[config.mk]
export PLATFORM = sky130hd
export DESIGN_NAME = ncs_front
export DESIGN_NICKNAME = d
export VERILOG_FILES = /design/src/hdl/nearest_centroid_search_defines.svh /design/src/hdl/ncs_pkg.sv /design/src/hdl/ncs_front.sv
export SDC_FILE = /design/constraint.sdc
export NUM_CORES = 1
export LEC_CHECK = 0
export BUFFER_PORTS_ARGS = -buffer_cell sky130_fd_sc_hd__buf_2
export CORE_MARGIN = 2
export CORE_UTILIZATION = 21
export DETAILED_ROUTE_END_ITERATION = 7
export PLACE_DENSITY = 0.8
export SETUP_SLACK_MARGIN = 0.2
export SYNTH_ARGS = -nofsm -noshare
export SYNTH_HDL_FRONTEND = slang
export SYNTH_SLANG_ARGS = --single-unit
[constraint.sdc]
create_clock -name vclk -period 0.9
set_input_delay 0.135 -clock vclk [all_inputs]
set_output_delay 0.135 -clock vclk [all_outputs]
set_load 0.02 [all_outputs]
[src/hdl/nearest_centroid_search_defines.svh]
// Assertion macros shared by the nearest centroid search RTL.
`ifndef NEAREST_CENTROID_SEARCH_DEFINES_SVH
`define NEAREST_CENTROID_SEARCH_DEFINES_SVH

// Check a property on every rising clock edge outside reset.
`define NCS_ASSERT(lbl, prop) \
  lbl: assert property (@(posedge clk_i) disable iff (!rst_ni) (prop)) \
    else $error("nearest_centroid_search: check failed");

// Check that a condition in one cycle implies another in the next.
`define NCS_ASSERT_NEXT(lbl, ante, cons) \
  lbl: assert property (@(posedge clk_i) disable iff (!rst_ni) (ante) |=> (cons)) \
    else $error("nearest_centroid_search: sequence check failed");

`endif

[src/hdl/ncs_pkg.sv]
// Shared widths, codes and types of the nearest centroid search.
package ncs_pkg;

  localparam int SlotW = 4;
  localparam int DimW  = 7;
  localparam int ValW  = 16;
  localparam int QvalW = 8;
  localparam int SqW   = 32;
  localparam int AccW  = 40;
  localparam int OutW  = 39;
  localparam int IdxW  = 4;

  localparam logic ACTION_LOAD  = 1'b0;
  localparam logic ACTION_QUERY = 1'b1;

  typedef struct packed {
    logic is_query;
    logic dim_zero;
    logic dim_last;
  } ncs_flags_t;

  typedef struct packed {
    logic busy;
    logic take;
  } ncs_back_status_t;

endpackage

[src/hdl/ncs_front.sv]
// Front part: classifies input beats, drops out-of-range ones, forms store addresses.
module ncs_front
  import ncs_pkg::*;
#(
  parameter int NUM_CENTERS = 10,
  parameter int DIMS        = 128,
  parameter int AddrW       = 11
) (
  input  logic             accept_i,
  input  logic             action_i,
  input  logic [SlotW-1:0] slot_i,
  input  logic [DimW-1:0]  dim_i,
  input  logic [ValW-1:0]  center_value_i,
  input  logic [QvalW-1:0] query_value_i,
  output logic             keep_o,
  output ncs_flags_t       flags_o,
  output logic [ValW-1:0]  value_o,
  output logic [AddrW-1:0] addr_o
);

  logic slot_ok, dim_ok;

  assign slot_ok = (32'(slot_i) < NUM_CENTERS);
  assign dim_ok  = (32'(dim_i) < DIMS);

  always_comb begin
    flags_o.is_query = (action_i == ACTION_QUERY);
    flags_o.dim_zero = (dim_i == '0);
    flags_o.dim_last = (32'(dim_i) == DIMS - 1);
    if (action_i == ACTION_QUERY) begin
      // a query starts at centroid zero, whose element sits at address dim
      keep_o  = accept_i && dim_ok;
      value_o = {query_value_i, (ValW - QvalW)'(0)};
      addr_o  = AddrW'(dim_i);
    end else begin
      keep_o  = accept_i && dim_ok && slot_ok;
      value_o = center_value_i;
      addr_o  = AddrW'(slot_i) * AddrW'(DIMS) + AddrW'(dim_i);
    end
  end

endmodule

==> results.md, run 1 <==
- Outcome: finished, violations left
- Failing checks: negative setup slack
- Wire length after detailed routing: 1.72 mm
- Diodes inserted: 0
- IO buf count: 68
- Worst Slack Setup Final: -0.317 ns
- Largest area contributor in the netlist: sky130_fd_sc_hd__mux2_2
- Final Max Slew Viols: 0
- Post-DRT Antenna Nets: 0
- Hold violation total from the final report: 0
- Cell area after synthesis: 287 um2
- Post-layout instance count excluding filler cells: 117
- Worst hold path cell count: 2
- Horizontal extent of the die: 40.9 um
- Initial Util: 22.3%
- Summed area of non-filler cells in the final layout: 0.00104 mm2
- Max Freq: 822 MHz
- CP Launch Type: input port
- # Max-Cap Violations: 0
- Die Footprint: 0.00168 mm2
- Pin count of the biggest net entering global routing: 7
- Type of the worst min-delay path: input port to output pin
- Global routing usage summed across all routing layers: 19.5%
- Transition time of the tightest slew-check pin: 0.182 ns
- Number of nets produced by synthesis: 74
- Total core area: 0.00128 mm2
- Relative max-transition margin: 87.8%
- Vias: 535
- Final layout net count: 141
- Total power after layout: 0.601 mW
- Placed inst area: 752 um2
- Most common library cells after synthesis: 12 x sky130_fd_sc_hd__nor2b_1, 8 x sky130_fd_sc_hd__buf_4, 8 x sky130_fd_sc_hd__mux2_2
- Post-Route Setup TNS: -0.613 ns
- Std cell rows: 13
- Sequential cell count: 0
- Sequential area share after synthesis: 0%
- Count of warnings emitted by yosys: 0
- Static leakage: 0.569 nW
- Detailed placer's ending HPWL: 1.10 mm
- Minimum clock period: 1.22 ns
- Num ports: 68
- Largest cells by area after synthesis: sky130_fd_sc_hd__mux2_2 31%, sky130_fd_sc_hd__nor2b_1 26%, sky130_fd_sc_hd__buf_4 21%
- Layout overhead on the synthesized area: 262%
- Global-route wire length before repair: 2.15 mm
- Synth unique cells: 12
- Largest fanout on the critical path: 2
- Drt first pass iters: 4
- Number of DRC violations after detailed routing: 0
- Worst-case vdd ir drop: 378 uV
- Height of the die: 40.9 um
- Number of instances in the synthesized netlist: 37
- Worst endpoint required time: 0.76 ns
- Setup repair after global routing missed its margin: yes
- Vias per cell: 4.57
- Count of routing violations after the opening detailed-route iteration: 4
- Arrival time worst endpoint: 1.08 ns
- Number of cells after detailed placement: 114
- P per Cell Area: 580 mW/mm2
- Overflow left after global routing: 0
- Number of buffers added to fix hold violations after cts: 0
- Top cell type's share of synthesized area: 31.4%
- Initial antenna violation count: 0
- Nature of the critical path endpoint: output pin
- Fraction of the core area covered by cells at the end of the flow: 80.7%
- Vias in the first global route: 500
- Worst setup path category: input port to output pin
- Minimum setup slack after placement: -0.356 ns
- Detailed-route wire length per cell: 14.7 um
- Most frequent cell after synthesis: sky130_fd_sc_hd__nor2b_1
- Register cell area after layout: 0 um2
- Mean area per synthesized cell: 7.74 um2
- Placer congestion estimate: 0.670
- Share of final-layout standard cells stronger than drive strength 1: 97.1%
- Share of the clock period used by the worst path: 135%
- Total of endpoints with negative setup slack in the final report: 9
- Layout clock buffers: 0
- Worst Hold Margin: 0.534 ns
==> critical path, cell delays in order <==
cell and delay [ns]:
sky130_fd_sc_hd__buf_6 0.09, sky130_fd_sc_hd__or4_4 0.54, sky130_fd_sc_hd__nor4_4 0.14, sky130_fd_sc_hd__buf_4 0.18
==> layout by cell type (no fill, tap or decap) <==
master                     synthesis  final
sky130_fd_sc_hd__a21boi_4          0      1
sky130_fd_sc_hd__buf_12            0      3
sky130_fd_sc_hd__buf_16            0      2
sky130_fd_sc_hd__buf_2             1     38
sky130_fd_sc_hd__buf_4             8      4
sky130_fd_sc_hd__buf_6             0     26
sky130_fd_sc_hd__buf_8             0      2
sky130_fd_sc_hd__mux2_4            0      8
sky130_fd_sc_hd__nand3_1           1      1
sky130_fd_sc_hd__nand4_1           1      1
sky130_fd_sc_hd__nor2_1            1      1
sky130_fd_sc_hd__nor2b_4           0     12
sky130_fd_sc_hd__nor4_4            0      1
sky130_fd_sc_hd__or2_4             0      1
sky130_fd_sc_hd__or4_4             1      1
==> final timing paths <==
kind                 start         end  slack [ns]
hold / removal    dim_i[2]   addr_o[2]        0.53
setup / recovery  dim_i[5]  flags_o[1]       -0.32
==> layer usage <==
metal,track usage [%],vias to the layer above,part of all wire [%]
li1,-,251,-
met1,18.6,233,33
met2,42.6,51,50
met3,4.35,0,17
met4,0,0,0
met5,0,-,0
==> final cells by class <==
cell class	instances	area [um2]
well taps	15	18.8
fillers	73	248
repair buffers	75	658
multi-input cells	27	360
==> power by group <==
group          internal, mW  switching [mW]  leakage [nW]
registers                 0               0             0
logic                 0.351           0.250         0.569
clock network             0               0             0
==> cell families (layout without fill, tap and decap cells) <==
| logic type | Yosys count | in the layout | share of synthesized area [%] |
|---|---|---|---|
| AO/OA/AOI/OAI | 1 | 1 | 2.62 |
| buffers and inverters | 10 | 75 | 24.0 |
| multiplexers | 8 | 8 | 31.4 |
| AND/OR/NAND/NOR | 18 | 18 | 41.9 |
==> timing repair <==
action / CTS / global route
buffers inserted: 1 / 0
pin swaps: 3 / 0
gates cloned: 2 / 0
gates resized for setup: 60 / 7
setup endpoints to repair: 24 / 24
(Power assumes the default switching activity.)
==> run 2: changes to the inputs <==
Settings changed: BUFFER_PORTS_ARGS -buffer_cell sky130_fd_sc_hd__buf_2 to not set, CORE_AREA set to 2 2 39 41, CORE_MARGIN 2 to not set, CORE_UTILIZATION 21 to not set, DIE_AREA set to 0 0 41 43, DONT_BUFFER_PORTS set to 1, PLACE_DENSITY 0.8 to not set.
==> results.md, run 2 (same netlist as run 1, synthesis figures left out) <==
- Outcome: finished, violations left (unchanged)
- Failing checks: negative setup slack (unchanged)
- Post-DRT Antenna Nets: 0 (unchanged)
- Number of DRC violations after detailed routing: 0 (unchanged)
- Total power after layout: 0.201 mW (was 0.601 mW)
- Std cell rows: 14 (was 13)
- Static leakage: 0.170 nW (was 0.569 nW)
- Commonest cells after routing, fill and taps aside: 10 x sky130_fd_sc_hd__nor2b_4, 8 x sky130_fd_sc_hd__mux2_4, 2 x sky130_fd_sc_hd__nor2b_2 (was 38 x sky130_fd_sc_hd__buf_2, 26 x sky130_fd_sc_hd__buf_6, 12 x sky130_fd_sc_hd__nor2b_4)
- Drt first pass iters: 2 (was 4)
- Initial antenna violation count: 0 (unchanged)
- Post-Route Setup TNS: -0.207 ns (was -0.613 ns)
- Share of the clock period used by the worst path: 123% (was 135%)
- Register cell area after layout: 0 um2 (unchanged)
- Detailed placer's ending HPWL: 676 um (was 1.10 mm)
- Num ports: 68 (unchanged)
- Placer congestion estimate: 0.516 (was 0.670)
- Placed inst area: 378 um2 (was 752 um2)
- Final Max Slew Viols: 0 (unchanged)
- IO buf count: 0 (was 68)
- Fraction of the core area covered by cells at the end of the flow: 27.3% (was 80.7%)
- Count of routing violations after the opening detailed-route iteration: 1 (was 4)
- Setup repair after global routing missed its margin: yes (unchanged)
- Largest fanout on the critical path: 3 (was 2)
- Total of endpoints with negative setup slack in the final report: 1 (was 9)
- Summed area of non-filler cells in the final layout: 378 um2 (was 0.00104 mm2)
- Vias per cell: 5.39 (was 4.57)
- Nature of the critical path endpoint: output pin (unchanged)
- Worst endpoint required time: 0.76 ns (about the same)
- Destination of the critical timing path: flags_o[1] (unchanged)
- Diodes inserted: 0 (unchanged)
- Die Footprint: 0.00176 mm2 (was 0.00168 mm2)
- Worst Hold Margin: 0.270 ns (was 0.534 ns)
- Setup repair bufs after CTS: 0 (was 1)
- Most common cell after layout, fill and taps aside: sky130_fd_sc_hd__nor2b_4 (was sky130_fd_sc_hd__buf_2)
- Layout clock buffers: 0 (unchanged)
- Vias: 237 (was 535)
- Transition time of the tightest slew-check pin: 0.379 ns (was 0.182 ns)
- Hold violation total from the final report: 0 (unchanged)
- Worst-case vdd ir drop: 176 uV (was 378 uV)
- Number of gates given a new drive strength after cts: 0 (was 60)
- Minimum clock period: 1.11 ns (was 1.22 ns)
- Type of the worst min-delay path: input port to output pin (unchanged)
- Total core area: 0.00138 mm2 (was 0.00128 mm2)
- Pin count of the biggest net entering global routing: 22 (was 7)
- # Max-Cap Violations: 0 (unchanged)
- Arrival time worst endpoint: 0.97 ns (was 1.08 ns)
- Total of fill cells in the finished design: 138 (was 73)
- Horizontal extent of the die: 41 um (was 40.9 um)
- Worst Slack Setup Final: -0.207 ns (was -0.317 ns)
- Height of the die: 43 um (was 40.9 um)
- Sequential cell count: 0 (unchanged)
- Relative max-transition margin: 74.7% (was 87.8%)
- Overflow left after global routing: 0 (unchanged)
- P per Cell Area: 533 mW/mm2 (was 580 mW/mm2)
- Global-route wire length before repair: 959 um (was 2.15 mm)
- Share of final-layout standard cells stronger than drive strength 1: 89.3% (was 97.1%)
- CP Launch Type: input port (unchanged)
- Wire length after detailed routing: 760 um (was 1.72 mm)
- Vias in the first global route: 205 (was 500)
- Global routing usage summed across all routing layers: 7.19% (was 19.5%)
- Final layout net count: 67 (was 141)
- Worst setup path category: input port to output pin (unchanged)
- Layout overhead on the synthesized area: 31.9% (was 262%)
- Beginning of the critical path: dim_i[3] (was dim_i[5])
- Max Freq: 904 MHz (was 822 MHz)
- Number of buffers added to fix hold violations after cts: 0 (unchanged)
- Initial Util: 20.7% (was 22.3%)
- Detailed-route wire length per cell: 17.3 um (was 14.7 um)
==> run 2: changes by cell type in the layout (fill, tap and decap cells not counted), sizes merged <==
cell,before,now
buf,75,1
==> run 2: cell type report <==
type | instances | area, um2 | area share (%)
multi-input cells | 27 | 350 | 92.7
repair buffers | 1 | 7.51 | 1.99
well taps | 16 | 20.0 | 5.30
==> run 2: report_power, final <==
group	internal [mW]	leakage [nW]	switching, mW
Sequential	0	0	0
Clock	0	0	0
Combinational	0.0987	0.170	0.103
Total	0.0987	0.170	0.103
==> run 2: metrics by stage <==
step	worst slack, ns	instances
3_5_place_dp	-0.205	44
5_1_grt	-0.238	44
6_report	-0.207	44
2_1_floorplan	-0.176	37
3_3_place_gp	-0.204	44
4_1_cts	-0.212	44
==> run 2: layer usage <==
metal  track usage [%]  wire (um)  vias to the layer above
li1                  -          -                      100
met1              8.54        207                      109
met2              12.8        442                       28
met3              2.09        110                        0
met4                 0          0                        0
met5                 0          0                        -
==> run 2: how the worst min path moves through the flow <==
stage | startpoint | endpoint | slack [ns] | cells past startpoint
after floorplan | dim_i[0] | flags_o[1] | 0.31 | 1
after global placement | dim_i[2] | addr_o[2] | 0.27 | 0
after detailed placement | dim_i[2] | addr_o[2] | 0.27 | 0
after CTS | dim_i[2] | addr_o[2] | 0.27 | 0
after global routing | dim_i[5] | addr_o[5] | 0.27 | 0
final | dim_i[3] | addr_o[3] | 0.27 | 0
==> run 2: worst max-delay path: stages <==
cell and delay, ns:
sky130_fd_sc_hd__or4_4 0.53, sky130_fd_sc_hd__nor4_4 0.14, sky130_fd_sc_hd__buf_4 0.17
==> run 3: changes to the inputs <==
Settings changed: SETUP_SLACK_MARGIN 0.2 to 0.05.
==> results.md, run 3 (same netlist as run 1, synthesis figures left out) <==
- Outcome: finished, violations left (unchanged)
- Failing checks: negative setup slack (unchanged)
- Sequential cell count: 0 (unchanged)
- Count of routing violations after the opening detailed-route iteration: 4 (was 1)
- Detailed-route wire length per cell: 14.3 um (was 17.3 um)
- Worst Slack Setup Final: -0.208 ns (was -0.207 ns)
- Worst endpoint required time: 0.76 ns (about the same)
- Top Family by Delay on Critical Path: simple AND/OR/NAND/NOR gates (unchanged)
- Worst-case vdd ir drop: 219 uV (was 176 uV)
- Global routing usage summed across all routing layers: 6.59% (was 7.19%)
- Total core area: 0.00138 mm2 (unchanged)
- Wire length after detailed routing: 645 um (was 760 um)
- Cells traversed along the worst timing path: or4_4 > nor4_4 > buf_4 (unchanged)
- IO buf count: 0 (unchanged)
- Initial Util: 20.7% (unchanged)
- Number of buffers added to fix hold violations after cts: 0 (unchanged)
- # Max-Cap Violations: 0 (unchanged)
- Vias per cell: 5.00 (was 5.39)
- Share of the clock period used by the worst path: 123% (about the same)
- Pin count of the biggest net entering global routing: 22 (unchanged)
- Hold Path Sink: addr_o[2] (was addr_o[3])
- Detailed placer's ending HPWL: 592 um (was 676 um)
- Number of cells after detailed placement: 45 (was 44)
- Setup repair after global routing missed its margin: yes (unchanged)
- Worst hold path cell count: 0 (unchanged)
- Vias in the first global route: 174 (was 205)
- Cell with the biggest individual delay on the critical path: sky130_fd_sc_hd__or4_4 (unchanged)
- Final layout net count: 68 (was 67)
- Layout clock buffers: 0 (unchanged)
- Max Freq: 902 MHz (was 904 MHz)
- P per Cell Area: 574 mW/mm2 (was 533 mW/mm2)
- Num ports: 68 (unchanged)
- Transition time of the tightest slew-check pin: 0.404 ns (was 0.379 ns)
- Commonest cells after routing, fill and taps aside: 11 x sky130_fd_sc_hd__nor2b_1, 7 x sky130_fd_sc_hd__mux2_2, 2 x sky130_fd_sc_hd__buf_4 (was 10 x sky130_fd_sc_hd__nor2b_4, 8 x sky130_fd_sc_hd__mux2_4, 2 x sky130_fd_sc_hd__nor2b_2)
- Nature of the critical path endpoint: output pin (unchanged)
- Horizontal extent of the die: 41 um (unchanged)
- Minimum setup slack after placement: -0.208 ns (was -0.205 ns)
- Placer congestion estimate: 0.695 (was 0.516)
- Static leakage: 0.0911 nW (was 0.170 nW)
- Total of fill cells in the finished design: 154 (was 138)
- Number of DRC violations after detailed routing: 0 (unchanged)
- Final Max Slew Viols: 0 (unchanged)
- Share of final-layout standard cells stronger than drive strength 1: 51.7% (was 89.3%)
- Die Footprint: 0.00176 mm2 (unchanged)
- Hold path start: dim_i[2] (was dim_i[3])
- Total of endpoints with negative setup slack in the final report: 1 (unchanged)
- Count of buffer and inverter cells on the critical path: 1 (unchanged)
- Area used by multi-input combinational logic: 241 um2 (was 350 um2)
- Std cell rows: 14 (unchanged)
- Largest incremental delay on the critical path: 0.53 ns (about the same)
- Minimum clock period: 1.11 ns (about the same)
- Register cell area after layout: 0 um2 (unchanged)
- Most common cell after layout, fill and taps aside: sky130_fd_sc_hd__nor2b_1 (was sky130_fd_sc_hd__nor2b_4)
- Layout overhead on the synthesized area: -3.49% (was 31.9%)
- Drt first pass iters: 2 (unchanged)
- Initial antenna violation count: 0 (unchanged)
- Overflow left after global routing: 0 (unchanged)
- Hold violation total from the final report: 0 (unchanged)
- Largest fanout on the critical path: 3 (unchanged)
- Global-route wire length before repair: 869 um (was 959 um)
- CP Launch Type: input port (unchanged)
- Diodes inserted: 0 (unchanged)
- Vias: 225 (was 237)
- Post-DRT Antenna Nets: 0 (unchanged)
- Post-layout instance count excluding filler cells: 45 (was 44)
- Worst Hold Margin: 0.270 ns (about the same)
- Height of the die: 43 um (unchanged)
- Post-Route Setup TNS: -0.208 ns (was -0.207 ns)
- Arrival time worst endpoint: 0.97 ns (about the same)
- Worst setup path category: input port to output pin (unchanged)
- Relative max-transition margin: 73.0% (was 74.7%)
- Type of the worst min-delay path: input port to output pin (unchanged)
-- run 3: cell types whose count changed in the layout (fill, tap and decap cells not counted), sizes merged --
cell,previous run,this run
buf,1,2
-- run 3: final cells by class --
type / count / share of cell area (%)
Multi-Input combinational cell: 27 / 87.3
Tap cell: 16 / 7.24
Timing Repair Buffer: 2 / 5.43
-- run 3: layer usage --
layer / vias up / track usage [%] / share of wire [%]
li1: 102 / - / -
met1: 110 / 10.8 / 35
met2: 13 / 10.0 / 57
met3: 0 / 0 / 7.9
met4: 0 / 0 / 0
met5: - / 0 / 0
-- run 3: power by group --
part	internal, mW	switching [mW]
registers	0	0
logic	0.0579	0.101
clock network	0	0
-- run 3: repair_timing --
item,CTS,global route
resized for setup,0,0
gates cloned,0,0
endpoints found under the setup margin,1,1
buffers inserted,0,0
-- run 3: how the worst max path moves through the flow --
stage	start	endpoint	slack (ns)	depth (start not counted)
2_1_floorplan	dim_i[3]	flags_o[1]	-0.18	2
3_3_place_gp	dim_i[3]	flags_o[1]	-0.20	3
3_5_place_dp	dim_i[3]	flags_o[1]	-0.21	3
4_1_cts	dim_i[3]	flags_o[1]	-0.21	3
5_1_grt	dim_i[3]	flags_o[1]	-0.24	3
6_report	dim_i[3]	flags_o[1]	-0.21	3
-- run 3: through the flow --
step | instance area (um2) | total power, mW | utilization (%)
2_1_floorplan | 313 | 0.216 | -
3_3_place_gp | 277 | 0.160 | 20.0
3_5_place_dp | 277 | 0.160 | 20.0
4_1_cts | 277 | 0.160 | 20.0
5_1_grt | 277 | 0.167 | 20.0
6_report | 277 | 0.159 | 20.0
