[src/hdl/nearest_centroid_search_defines.svh]
// Assertion macros shared by the nearest centroid search RTL.
`ifndef NEAREST_CENTROID_SEARCH_DEFINES_SVH
`define NEAREST_CENTROID_SEARCH_DEFINES_SVH

// Check a property on every rising clock edge outside reset.
`define NCS_ASSERT(lbl, prop) \
  lbl: assert property (@(posedge clk_i) disable iff (!rst_ni) (prop)) \
    else $error("nearest_centroid_search: check failed");

// Check that a condition in one cycle implies another in the next.
`define NCS_ASSERT_NEXT(lbl, ante, cons) \
  lbl: assert property (@(posedge clk_i) disable iff (!rst_ni) (ante) |=> (cons)) \
    else $error("nearest_centroid_search: sequence check failed");

`endif

[src/hdl/ncs_fifo.sv]
// Small register queue between the front and back parts.
module ncs_fifo #(
  parameter int Width = 8,
  parameter int Depth = 2
) (
  input  logic             clk_i,
  input  logic             rst_ni,
  input  logic             wr_en_i,
  input  logic [Width-1:0] wr_data_i,
  output logic             full_o,
  input  logic             rd_en_i,
  output logic [Width-1:0] rd_data_o,
  output logic             valid_o
);

  localparam int PtrW = (Depth > 1) ? $clog2(Depth) : 1;
  localparam int CntW = $clog2(Depth + 1);

  logic [Width-1:0] mem_q [Depth];
  logic [PtrW-1:0]  wr_ptr_q, wr_ptr_d, rd_ptr_q, rd_ptr_d;
  logic [CntW-1:0]  cnt_q, cnt_d;
  logic             do_wr, do_rd;

  assign full_o    = (cnt_q == CntW'(Depth));
  assign valid_o   = (cnt_q != '0);
  assign rd_data_o = mem_q[rd_ptr_q];
  assign do_wr     = wr_en_i && !full_o;
  assign do_rd     = rd_en_i && valid_o;

  always_comb begin
    wr_ptr_d = wr_ptr_q;
    rd_ptr_d = rd_ptr_q;
    cnt_d    = cnt_q;
    if (do_wr) begin
      wr_ptr_d = (wr_ptr_q == PtrW'(Depth - 1)) ? '0 : wr_ptr_q + PtrW'(1);
    end
    if (do_rd) begin
      rd_ptr_d = (rd_ptr_q == PtrW'(Depth - 1)) ? '0 : rd_ptr_q + PtrW'(1);
    end
    if (do_wr && !do_rd) begin
      cnt_d = cnt_q + CntW'(1);
    end else if (!do_wr && do_rd) begin
      cnt_d = cnt_q - CntW'(1);
    end
  end

  always_ff @(posedge clk_i or negedge rst_ni) begin
    if (!rst_ni) begin
      wr_ptr_q <= '0;
      rd_ptr_q <= '0;
      cnt_q    <= '0;
    end else begin
      wr_ptr_q <= wr_ptr_d;
      rd_ptr_q <= rd_ptr_d;
      cnt_q    <= cnt_d;
    end
  end

  always_ff @(posedge clk_i) begin
    if (do_wr) begin
      mem_q[wr_ptr_q] <= wr_data_i;
    end
  end

endmodule

[config.mk]
export PLATFORM = sky130hd
export DESIGN_NAME = ncs_fifo
export DESIGN_NICKNAME = d
export VERILOG_FILES = /design/src/hdl/nearest_centroid_search_defines.svh /design/src/hdl/ncs_fifo.sv
export SDC_FILE = /design/constraint.sdc
export NUM_CORES = 1
export LEC_CHECK = 0
export BUFFER_PORTS_ARGS = -buffer_cell sky130_fd_sc_hd__buf_2
export CAP_MARGIN = 20
export CORE_UTILIZATION = 40
export DETAILED_ROUTE_END_ITERATION = 10
export GPL_TIMING_DRIVEN = 1
export PLACE_DENSITY = 0.61
export SYNTH_ARGS = -nofsm -noshare
export SYNTH_HDL_FRONTEND = slang
export SYNTH_SLANG_ARGS = --single-unit
[constraint.sdc]
create_clock -name clk_i -period 3.45 [get_ports clk_i]
set_input_delay 0.345 -clock clk_i [delete_from_list [all_inputs] [get_ports clk_i]]
set_output_delay 0.345 -clock clk_i [all_outputs]
set_load 0.02 [all_outputs]
==> impl_metrics.prom, run 1 <==
# TYPE chip_impl_metric gauge
chip_impl_metric{name="numPortBuffers",unit=""} 21
chip_impl_metric{name="die_height",unit="µm"} 46.32
chip_impl_metric{name="std_cell_rows",unit=""} 15
chip_impl_metric{name="totalPowerFinal",unit="µW"} 783.4
chip_impl_metric{name="share_of_synthesized_cell_area_in_full_adder_half_adder_and_majority_cells",unit="%"} 1.592
chip_impl_metric{name="die-area",unit="mm²"} 0.002146
chip_impl_metric{name="avgRoutedWirePerCell",unit="µm"} 11.49
chip_impl_metric{name="yosys.area_share.simple",unit="%"} 5.892
chip_impl_metric{name="drcViolationCount",unit=""} 0
chip_impl_info{name="outcome",value="completed"} 1
chip_impl_info{name="setup.worst_path.end_class",value="primary output"} 1
chip_impl_metric{name="cp_slowest_stage_delay",unit="ns"} 0.59
chip_impl_metric{name="grt_first_pass_wirelength",unit="mm"} 1.807
chip_impl_metric{name="yosys_register_bits",unit=""} 20
chip_impl_metric{name="yosys-mux-area-fraction",unit="%"} 11.46
chip_impl_metric{name="leakagePower",unit="nW"} 0.3925
chip_impl_metric{name="ys_seq_area_share",unit="%"} 73.89
chip_impl_metric{name="vdd_ir_drop_max",unit="mV"} 0.4371
chip_impl_metric{name="fp.coreArea",unit="mm²"} 0.001783
chip_impl_metric{name="worst_setup_hold_path_clk_slew",unit="ns"} 0.10
chip_impl_info{name="gate_family_responsible_for_the_most_delay_along_the_worst_path",value="flip-flops"} 1
chip_impl_metric{name="worstSkewPairLatency",unit="ns"} 0.29
chip_impl_metric{name="cts-buffers-inserted",unit=""} 3
chip_impl_metric{name="antenna_violating_nets_post_route",unit=""} 0
chip_impl_metric{name="instances_no_fill",unit=""} 94
chip_impl_metric{name="area_growth_syn_to_layout",unit="%"} 21.34
chip_impl_metric{name="worstPathRequired",unit="ns"} 3.11
chip_impl_metric{name="finalMaxSlewViolations",unit=""} 0
chip_impl_metric{name="crit_arrival",unit="ns"} 1.39
chip_impl_info{name="grt_setup_unrepaired",value="false"} 1
chip_impl_info{name="critPathSlowestCell",value="sky130_fd_sc_hd__dfrtp_1"} 1
chip_impl_info{name="worstPathCellList",value="mux2_1, buf_2"} 1
chip_impl_metric{name="ys_types",unit=""} 14
chip_impl_metric{name="clock_path_buffers",unit=""} 2
chip_impl_metric{name="dpl.cell_count",unit=""} 89
chip_impl_metric{name="routed-via-count",unit=""} 415
chip_impl_metric{name="die-width",unit="µm"} 46.32
chip_impl_metric{name="top_level_ports",unit=""} 22
chip_impl_metric{name="power.density",unit="mW/mm²"} 821.7
chip_impl_metric{name="number_of_antenna_violations_at_the_first_check_in_global_routing",unit=""} 0
chip_impl_metric{name="routabilityCongestion",unit=""} 0.7355
chip_impl_metric{name="post_synth_xor_area_fraction",unit="%"} 5.573
chip_impl_metric{name="hold_viol_final",unit=""} 0
chip_impl_info{name="main_combinational_cell_family_by_area_after_synthesis",value="multiplexers"} 1
chip_impl_metric{name="post-cts-setup-buffer-count",unit=""} 0
chip_impl_metric{name="combined_buffer_and_inverter_count_along_the_critical_path",unit=""} 1
chip_impl_metric{name="grt_usage",unit="%"} 12.54
chip_impl_metric{name="nets",unit=""} 83
chip_impl_metric{name="tightest_slew",unit="ns"} 0.6831
chip_impl_metric{name="synthesis.area",unit="µm²"} 785.8
chip_impl_metric{name="start_util",unit="%"} 44.07
chip_impl_info{name="timing_worst_setup_path_type",value="reg2out"} 1
chip_impl_metric{name="biggest_fanout_along_the_worst_timing_path",unit=""} 9
chip_impl_metric{name="max_slew_margin",unit="%"} 54.29
chip_impl_metric{name="detailedPlacementHpwl",unit="µm"} 802.1
chip_impl_metric{name="finalCritPeriodShare",unit="%"} 50.38
chip_impl_metric{name="first_pass_iters",unit=""} 2
chip_impl_metric{name="finalClockSkew",unit="ns"} 0.007392
chip_impl_metric{name="global_route.overflow_total",unit=""} 0
chip_impl_metric{name="routed_wirelength",unit="mm"} 1.080
chip_impl_metric{name="synthesis.nets",unit=""} 57
chip_impl_metric{name="postSynthCellCount",unit=""} 44
chip_impl_metric{name="initialDrtViolationCount",unit=""} 3
chip_impl_metric{name="final_period_minus_worst_setup_slack",unit="ns"} 1.738
chip_impl_metric{name="synth-compound-area-share",unit="%"} 0
chip_impl_metric{name="place_worst_setup_slack",unit="ns"} 1.851
chip_impl_info{name="worst_setup_path_start_kind",value="register"} 1
chip_impl_metric{name="fill_cells",unit=""} 159
chip_impl_metric{name="synth-warning-count",unit=""} 0
chip_impl_metric{name="share_of_post_route_cells_with_drive_strength_above_1",unit="%"} 39.13
chip_impl_info{name="cts_tree",value="built"} 1
chip_impl_metric{name="synth_area_per_inst",unit="µm²"} 17.86
chip_impl_metric{name="largest_net_degree_at_the_start_of_global_routing",unit=""} 12
chip_impl_metric{name="setup_slack",unit="ns"} 1.712
chip_impl_metric{name="max_freq",unit="GHz"} 0.5754
chip_impl_metric{name="max_cap_viol",unit=""} 0
chip_impl_metric{name="n_antenna_cell",unit=""} 0
chip_impl_info{name="clock_tree.root_cell",value="sky130_fd_sc_hd__clkbuf_4"} 1
chip_impl_metric{name="depth_of_the_cts_h_tree",unit=""} 1
chip_impl_info{name="worstHoldPathType",value="in2reg"} 1
chip_impl_metric{name="first_global_vias",unit=""} 434
chip_impl_metric{name="tritoncts_num_sinks",unit=""} 20
chip_impl_metric{name="setup_total_negative_slack",unit="ns"} 0
chip_impl_metric{name="finalSetupViolations",unit=""} 0
chip_impl_metric{name="drt-vias-per-instance",unit=""} 4.415
==> per-layer routing <==
layer | wire, µm | share of wire (%) | up-vias | track usage, %
met5 | 0 | 0 | - | 0
met4 | 5 | 0.46 | 0 | 5.294
met3 | 58 | 5.4 | 2 | 3.922
met2 | 514 | 48 | 13 | 18.89
met1 | 501 | 46 | 194 | 16.58
li1 | - | - | 206 | -
==> path summary, 6_finish.rpt <==
check,startpoint,to,slack (ns),cells past startpoint
max,rd_ptr_q,rd_data_o[0],1.71,2
min,wr_data_i[2],mem_q[1][2],0.24,1
max reg2reg,cnt_q[0],mem_q[0][1],1.88,3
min reg2reg,wr_ptr_q,wr_ptr_q,0.50,1
max in group asynchronous,rst_ni,wr_ptr_q,2.93,2
min in group asynchronous,rst_ni,cnt_q[0],0.40,2
==> cells by family (layout without fill, tap and decap cells) <==
group         Yosys count  in the layout
flops                  20             20
mux                     8              8
simple gates            7              7
xor+xnor                5              5
buf+inv                 3             28
fa+ha+maj               1              1
==> power breakdown <==
| group | leakage, nW | internal, mW | switching, mW | total [mW] |
|---|---|---|---|---|
| Clock | 0.0150 | 0.0449 | 0.0625 | 0.107 |
| Combinational | 0.182 | 0.125 | 0.168 | 0.293 |
| Sequential | 0.195 | 0.338 | 0.0458 | 0.383 |
| Total | 0.393 | 0.507 | 0.276 | 0.783 |
==> registers in the layout (all words and copies together) (netlist names) <==
name and flops:
rd_ptr_q 1, cnt_q 2, wr_ptr_q 1, mem_q 16
==> final cells by class <==
| cell class | instances | area, µm² | area share (%) |
|---|---|---|---|
| repair buffers | 22 | 115.1 | 12.07 |
| multi-input cells | 21 | 192.7 | 20.21 |
| inverters | 2 | 7.507 | 0.7874 |
| well taps | 25 | 31.28 | 3.281 |
| clock buffers | 4 | 26.28 | 2.756 |
| flip-flops and latches | 20 | 580.6 | 60.89 |
==> layout by cell type (no fill, tap or decap), drive strengths merged <==
| cell | count |
|---|---|
| nor2 | 2 |
| clkbuf | 4 |
| dlygate4sd3 | 1 |
| nand2 | 2 |
| xor2 | 2 |
| inv | 2 |
| mux2 | 8 |
| dfrtp | 4 |
| or2 | 1 |
| ha | 1 |
| and3 | 1 |
| nand2b | 1 |
| buf | 21 |
| xnor2 | 3 |
| edfxtp | 16 |
==> timing repair <==
item | in CTS | in global routing
hold buffers | 1 | 0
gates resized for setup | 0 | 0
hold endpoints to repair | 4 | 0
==> Yosys cell counts (all sizes together) <==
master / count / share of area, %
mux2: 8 / 11
nand2b: 1 / 0.80
or2: 1 / 1.1
buf: 1 / 0.64
ha: 1 / 1.6
edfxtp: 16 / 61
dfrtp: 4 / 13
nor2: 2 / 0.96
and3: 1 / 0.80
xnor2: 3 / 3.3
xor2: 2 / 2.2
inv: 2 / 0.96
nand2: 2 / 2.2
==> per-stage QoR <==
step / util (%) / hold WS (ns) / instance area, µm²
final: 53.47 / 0.2363 / 953.4
after global routing: 53.47 / 0.2145 / 953.4
after CTS: 53.47 / 0.2253 / 953.4
after detailed placement: 51.44 / 0.1598 / 917.1
after global placement: 51.44 / 0.1582 / 917.1
after floorplan: - / 0.04941 / 785.8
==> worst register-to-register path, delay by kind of cell (launching register included) <==
kind,cells,cell delay (ns)
and+or+nand+nor,3,0.80
DFF,1,0.41
Power figures use the tool's default switching activity.
==> inputs of run 2 (changes only) <==
ABC_AREA = 1   (was not set)
PLACE_DENSITY = 0.63   (was 0.61)
clock period = 1.5 ns   (was 3.45 ns; I/O delays follow)
==> run 2 against run 1 <==
Net effect:
- combinational power rose to 2.7 times the previous value
- final area rose by 4.7%
- synthesized area rose by 6.1%
- hold slack lost 0.19 ns
- utilization fell by 2.6 points
- clock power increased by 130%
- flip-flop and latch count is the same
- die area is 5.8% higher
- synthesized cell count up 66%
- first-iteration DRC count rose to 3.3 times the previous value
- cell count grew 34%
==> impl_metrics.prom, run 2 <==
# TYPE chip_impl_metric gauge
chip_impl_metric{name="die-width",unit="µm"} 47.64
chip_impl_metric{name="synth_top_area_share",unit="%"} 57.66
chip_impl_metric{name="antenna_violating_nets_post_route",unit=""} 0
chip_impl_metric{name="net-switching-power",unit="µW"} 776.5
chip_impl_metric{name="worstSkewPairLatency",unit="ns"} 0.28
chip_impl_metric{name="finalSetupViolations",unit=""} 0
chip_impl_metric{name="largest_net_degree_at_the_start_of_global_routing",unit=""} 12
chip_impl_info{name="top_count_cell_post_synth",value="sky130_fd_sc_hd__nand2_1"} 1
chip_impl_metric{name="timing.reg2reg.worst_path_depth",unit=""} 7
chip_impl_metric{name="synth_async_sr_flop_share",unit="%"} 20.00
chip_impl_metric{name="share_of_post_route_cells_with_drive_strength_above_1",unit="%"} 34.34
chip_impl_info{name="outcome",value="completed"} 1
chip_impl_metric{name="finalMaxSlewViolations",unit=""} 0
chip_impl_metric{name="synthesis.area",unit="µm²"} 833.3
chip_impl_metric{name="yosys.area_share.simple",unit="%"} 21.17
chip_impl_metric{name="clock_power_share",unit="%"} 12.6
chip_impl_metric{name="tritoncts_num_sinks",unit=""} 20
chip_impl_metric{name="synthesis.nets",unit=""} 86
chip_impl_metric{name="postSynthCellCount",unit=""} 73
chip_impl_metric{name="leakagePower",unit="nW"} 0.4691
chip_impl_metric{name="power.density",unit="mW/mm²"} 1918
chip_impl_metric{name="routabilityCongestion",unit=""} 0.8768
chip_impl_info{name="layout_common_cells",value="sky130_fd_sc_hd__nand2_1, sky130_fd_sc_hd__buf_2, sky130_fd_sc_hd__edfxtp_1, sky130_fd_sc_hd__inv_1"} 1
chip_impl_metric{name="tightest_slew",unit="ns"} 0.2964
chip_impl_info{name="yosys-top-cells-area",value="sky130_fd_sc_hd__edfxtp_1, sky130_fd_sc_hd__nand2_1, sky130_fd_sc_hd__dfrtp_1, sky130_fd_sc_hd__inv_1, sky130_fd_sc_hd__buf_12"} 1
chip_impl_metric{name="grt_usage",unit="%"} 13.54
chip_impl_metric{name="ys_seq_area_share",unit="%"} 69.67
chip_impl_metric{name="n_antenna_cell",unit=""} 0
chip_impl_info{name="timing_worst_setup_path_type",value="reg2out"} 1
chip_impl_metric{name="crit_arrival",unit="ns"} 1.24
chip_impl_metric{name="ys_types",unit=""} 15
chip_impl_info{name="critPathSlowestCell",value="sky130_fd_sc_hd__dfrtp_2"} 1
chip_impl_info{name="worst_setup_path_start_kind",value="register"} 1
chip_impl_metric{name="fp.coreArea",unit="mm²"} 0.001962
chip_impl_metric{name="swShare",unit="%"} 40.54
chip_impl_info{name="r2r-start",value="cnt_q[0]"} 1
chip_impl_metric{name="final_period_minus_worst_setup_slack",unit="ns"} 1.389
chip_impl_metric{name="numPortBuffers",unit=""} 21
chip_impl_info{name="most_repeated_library_cell_on_the_critical_path",value="sky130_fd_sc_hd__nand2_1"} 1
chip_impl_info{name="mostFrequentLayoutCell",value="sky130_fd_sc_hd__nand2_1"} 1
chip_impl_metric{name="post_synth_xor_area_fraction",unit="%"} 1.051
chip_impl_metric{name="drcViolationCount",unit=""} 0
chip_impl_info{name="clock_tree.root_cell",value="sky130_fd_sc_hd__clkbuf_4"} 1
chip_impl_metric{name="first_pass_iters",unit=""} 3
chip_impl_metric{name="worst-r2r-setup-slack",unit="ns"} 0.13
chip_impl_info{name="cp-startpoint",value="rd_ptr_q"} 1
chip_impl_metric{name="multi_input_comb_area",unit="µm²"} 202.7
chip_impl_metric{name="start_util",unit="%"} 42.47
chip_impl_metric{name="cts-buffers-inserted",unit=""} 3
chip_impl_info{name="grt_setup_unrepaired",value="false"} 1
chip_impl_metric{name="worstPathRequired",unit="ns"} 1.35
chip_impl_metric{name="avgRoutedWirePerCell",unit="µm"} 10.62
chip_impl_metric{name="totalPowerFinal",unit="mW"} 1.915
chip_impl_metric{name="first_global_vias",unit=""} 473
chip_impl_metric{name="area_growth_syn_to_layout",unit="%"} 19.82
chip_impl_metric{name="cell_internal_pwr",unit="mW"} 1.139
chip_impl_metric{name="nets",unit=""} 113
chip_impl_metric{name="power_frac_comb",unit="%"} 41.4
chip_impl_metric{name="vdd_ir_drop_max",unit="mV"} 0.9253
chip_impl_metric{name="global_route.overflow_total",unit=""} 0
chip_impl_info{name="worstPathCellList",value="inv_2, nand2_1, nand2_1, buf_2"} 1
chip_impl_metric{name="max_cap_viol",unit=""} 0
chip_impl_metric{name="largest_reg_flops",unit=""} 16
chip_impl_metric{name="post-cts-setup-buffer-count",unit=""} 0
chip_impl_metric{name="hold_viol_final",unit=""} 0
chip_impl_metric{name="detailedPlacementHpwl",unit="mm"} 1.028
chip_impl_metric{name="clock_path_buffers",unit=""} 2
chip_impl_metric{name="synth_area_per_inst",unit="µm²"} 11.42
chip_impl_metric{name="setup_total_negative_slack",unit="ns"} 0
chip_impl_metric{name="yosys_register_bits",unit=""} 20
chip_impl_metric{name="max_slew_margin",unit="%"} 80.22
chip_impl_metric{name="p_seq_share",unit="%"} 46.0
chip_impl_metric{name="finalCritPeriodShare",unit="%"} 92.60
chip_impl_info{name="regMostFlops",value="mem_q"} 1
chip_impl_metric{name="storage_element_area",unit="µm²"} 583.1
chip_impl_info{name="biggestRegsByFlops",value="mem_q (16), cnt_q (2)"} 1
chip_impl_metric{name="postLayoutCellArea",unit="µm²"} 998.5
chip_impl_metric{name="grt_first_pass_wirelength",unit="mm"} 1.973
chip_impl_info{name="ys_dominant_reg_cell",value="sky130_fd_sc_hd__edfxtp_1"} 1
chip_impl_info{name="worstHoldPathType",value="in2reg"} 1
chip_impl_metric{name="share_of_synthesized_cell_area_in_full_adder_half_adder_and_majority_cells",unit="%"} 1.502
chip_impl_metric{name="max_freq",unit="GHz"} 0.7200
chip_impl_metric{name="synth-compound-area-share",unit="%"} 0.6006
chip_impl_metric{name="top_level_ports",unit=""} 22
chip_impl_info{name="timing.rr.end",value="cnt_q[1]"} 1
chip_impl_metric{name="die-area",unit="mm²"} 0.002270
chip_impl_metric{name="biggest_fanout_along_the_worst_timing_path",unit=""} 10
chip_impl_info{name="synthTopCellsByCount",value="sky130_fd_sc_hd__nand2_1, sky130_fd_sc_hd__edfxtp_1, sky130_fd_sc_hd__inv_1"} 1
chip_impl_metric{name="std_cell_rows",unit=""} 16
chip_impl_metric{name="routed-via-count",unit=""} 547
chip_impl_metric{name="cp_slowest_stage_delay",unit="ns"} 0.50
chip_impl_info{name="setup.worst_path.end_class",value="primary output"} 1
chip_impl_metric{name="finalClockSkew",unit="ns"} 0.002852
chip_impl_info{name="synth_top_cell_by_area",value="sky130_fd_sc_hd__edfxtp_1"} 1
chip_impl_metric{name="initialDrtViolationCount",unit=""} 10
chip_impl_metric{name="synth_enable_flop_cells",unit=""} 16
chip_impl_metric{name="routed_wirelength",unit="mm"} 1.338
chip_impl_metric{name="number_of_antenna_violations_at_the_first_check_in_global_routing",unit=""} 0
chip_impl_metric{name="die_height",unit="µm"} 47.64
chip_impl_info{name="main_combinational_cell_family_by_area_after_synthesis",value="simple AND/OR/NAND/NOR gates"} 1
chip_impl_metric{name="depth_of_the_cts_h_tree",unit=""} 1
chip_impl_metric{name="synth-warning-count",unit=""} 0
chip_impl_info{name="capturing_element_of_the_worst_setup_path",value="rd_data_o[4]"} 1
chip_impl_metric{name="drt-vias-per-instance",unit=""} 4.341
chip_impl_metric{name="yosys-mux-area-fraction",unit="%"} 0
chip_impl_metric{name="worst_setup_hold_path_clk_slew",unit="ns"} 0.10
chip_impl_info{name="cts_tree",value="built"} 1
chip_impl_metric{name="fill_cells",unit=""} 193
chip_impl_metric{name="detailed_place.area",unit="µm²"} 959.7
-- run 2: layout make-up --
| type | count | share of cell area, % |
|---|---|---|
| inverter | 8 | 3.008 |
| sequential | 20 | 58.40 |
| timing repair buffer | 23 | 12.28 |
| multi-input combinational | 44 | 20.30 |
| clock buffer | 3 | 2.256 |
| tap | 27 | 3.383 |
| clock inverter | 1 | 0.3759 |
-- run 2: through the flow --
stage	util (%)	setup slack, ns	instances	hold slack, ns
2_1_floorplan	-	0.08808	73	-0.1456
3_3_place_gp	48.92	0.1694	121	-0.03570
3_5_place_dp	48.92	0.1420	121	-0.03650
4_1_cts	50.77	0.02539	126	0.04067
5_1_grt	50.89	0.007944	126	0.02920
6_report	50.89	0.1110	126	0.04868
-- run 2: cells by family (layout without fill, tap and decap cells) --
group	count (synthesis)	count (layout)
fa+ha+maj	1	1
compound gates	1	1
simple gates	41	41
buf+inv	9	35
flops	20	20
xor+xnor	1	1
-- run 2: repair_timing --
item / in CTS / in global routing
hold buffers: 1 / 0
resized for setup: 0 / 2
setup endpoints to repair: 0 / 9
hold endpoints to repair: 4 / 0
-- run 2: power by group through the flow --
stage,logic (mW),registers (mW),clock network (mW)
after floorplan,0.647,0.839,0
after global placement,0.786,0.878,0
after detailed placement,0.801,0.888,0
after CTS,0.805,0.875,0.250
after global routing,0.908,0.900,0.271
final,0.793,0.882,0.241
-- run 2: worst min-delay path by stage --
stage | start | endpoint | cells past startpoint | slack (ns)
2_1_floorplan | rst_ni | cnt_q[0] | 0 | -0.15
3_3_place_gp | rst_ni | cnt_q[1] | 1 | -0.04
3_5_place_dp | rst_ni | cnt_q[1] | 1 | -0.04
4_1_cts | wr_data_i[3] | mem_q[1][3] | 1 | 0.04
5_1_grt | wr_data_i[3] | mem_q[1][3] | 1 | 0.03
6_report | wr_data_i[3] | mem_q[1][3] | 1 | 0.05
-- run 2: worst max-delay path: cells and delay by family (launching register included) --
| family | cells | cell delay [ns] |
|---|---|---|
| DFF | 1 | 0.50 |
| buffers and inverters | 2 | 0.33 |
| and+or+nand+nor | 2 | 0.13 |
-- run 2: routing by layer --
layer | wire [µm] | global-route usage (%) | vias up
met5 | 0 | 0 | -
met4 | 19 | 5.000 | 0
met3 | 34 | 4.528 | 2
met2 | 681 | 24.11 | 10
met1 | 603 | 15.02 | 248
li1 | - | - | 287
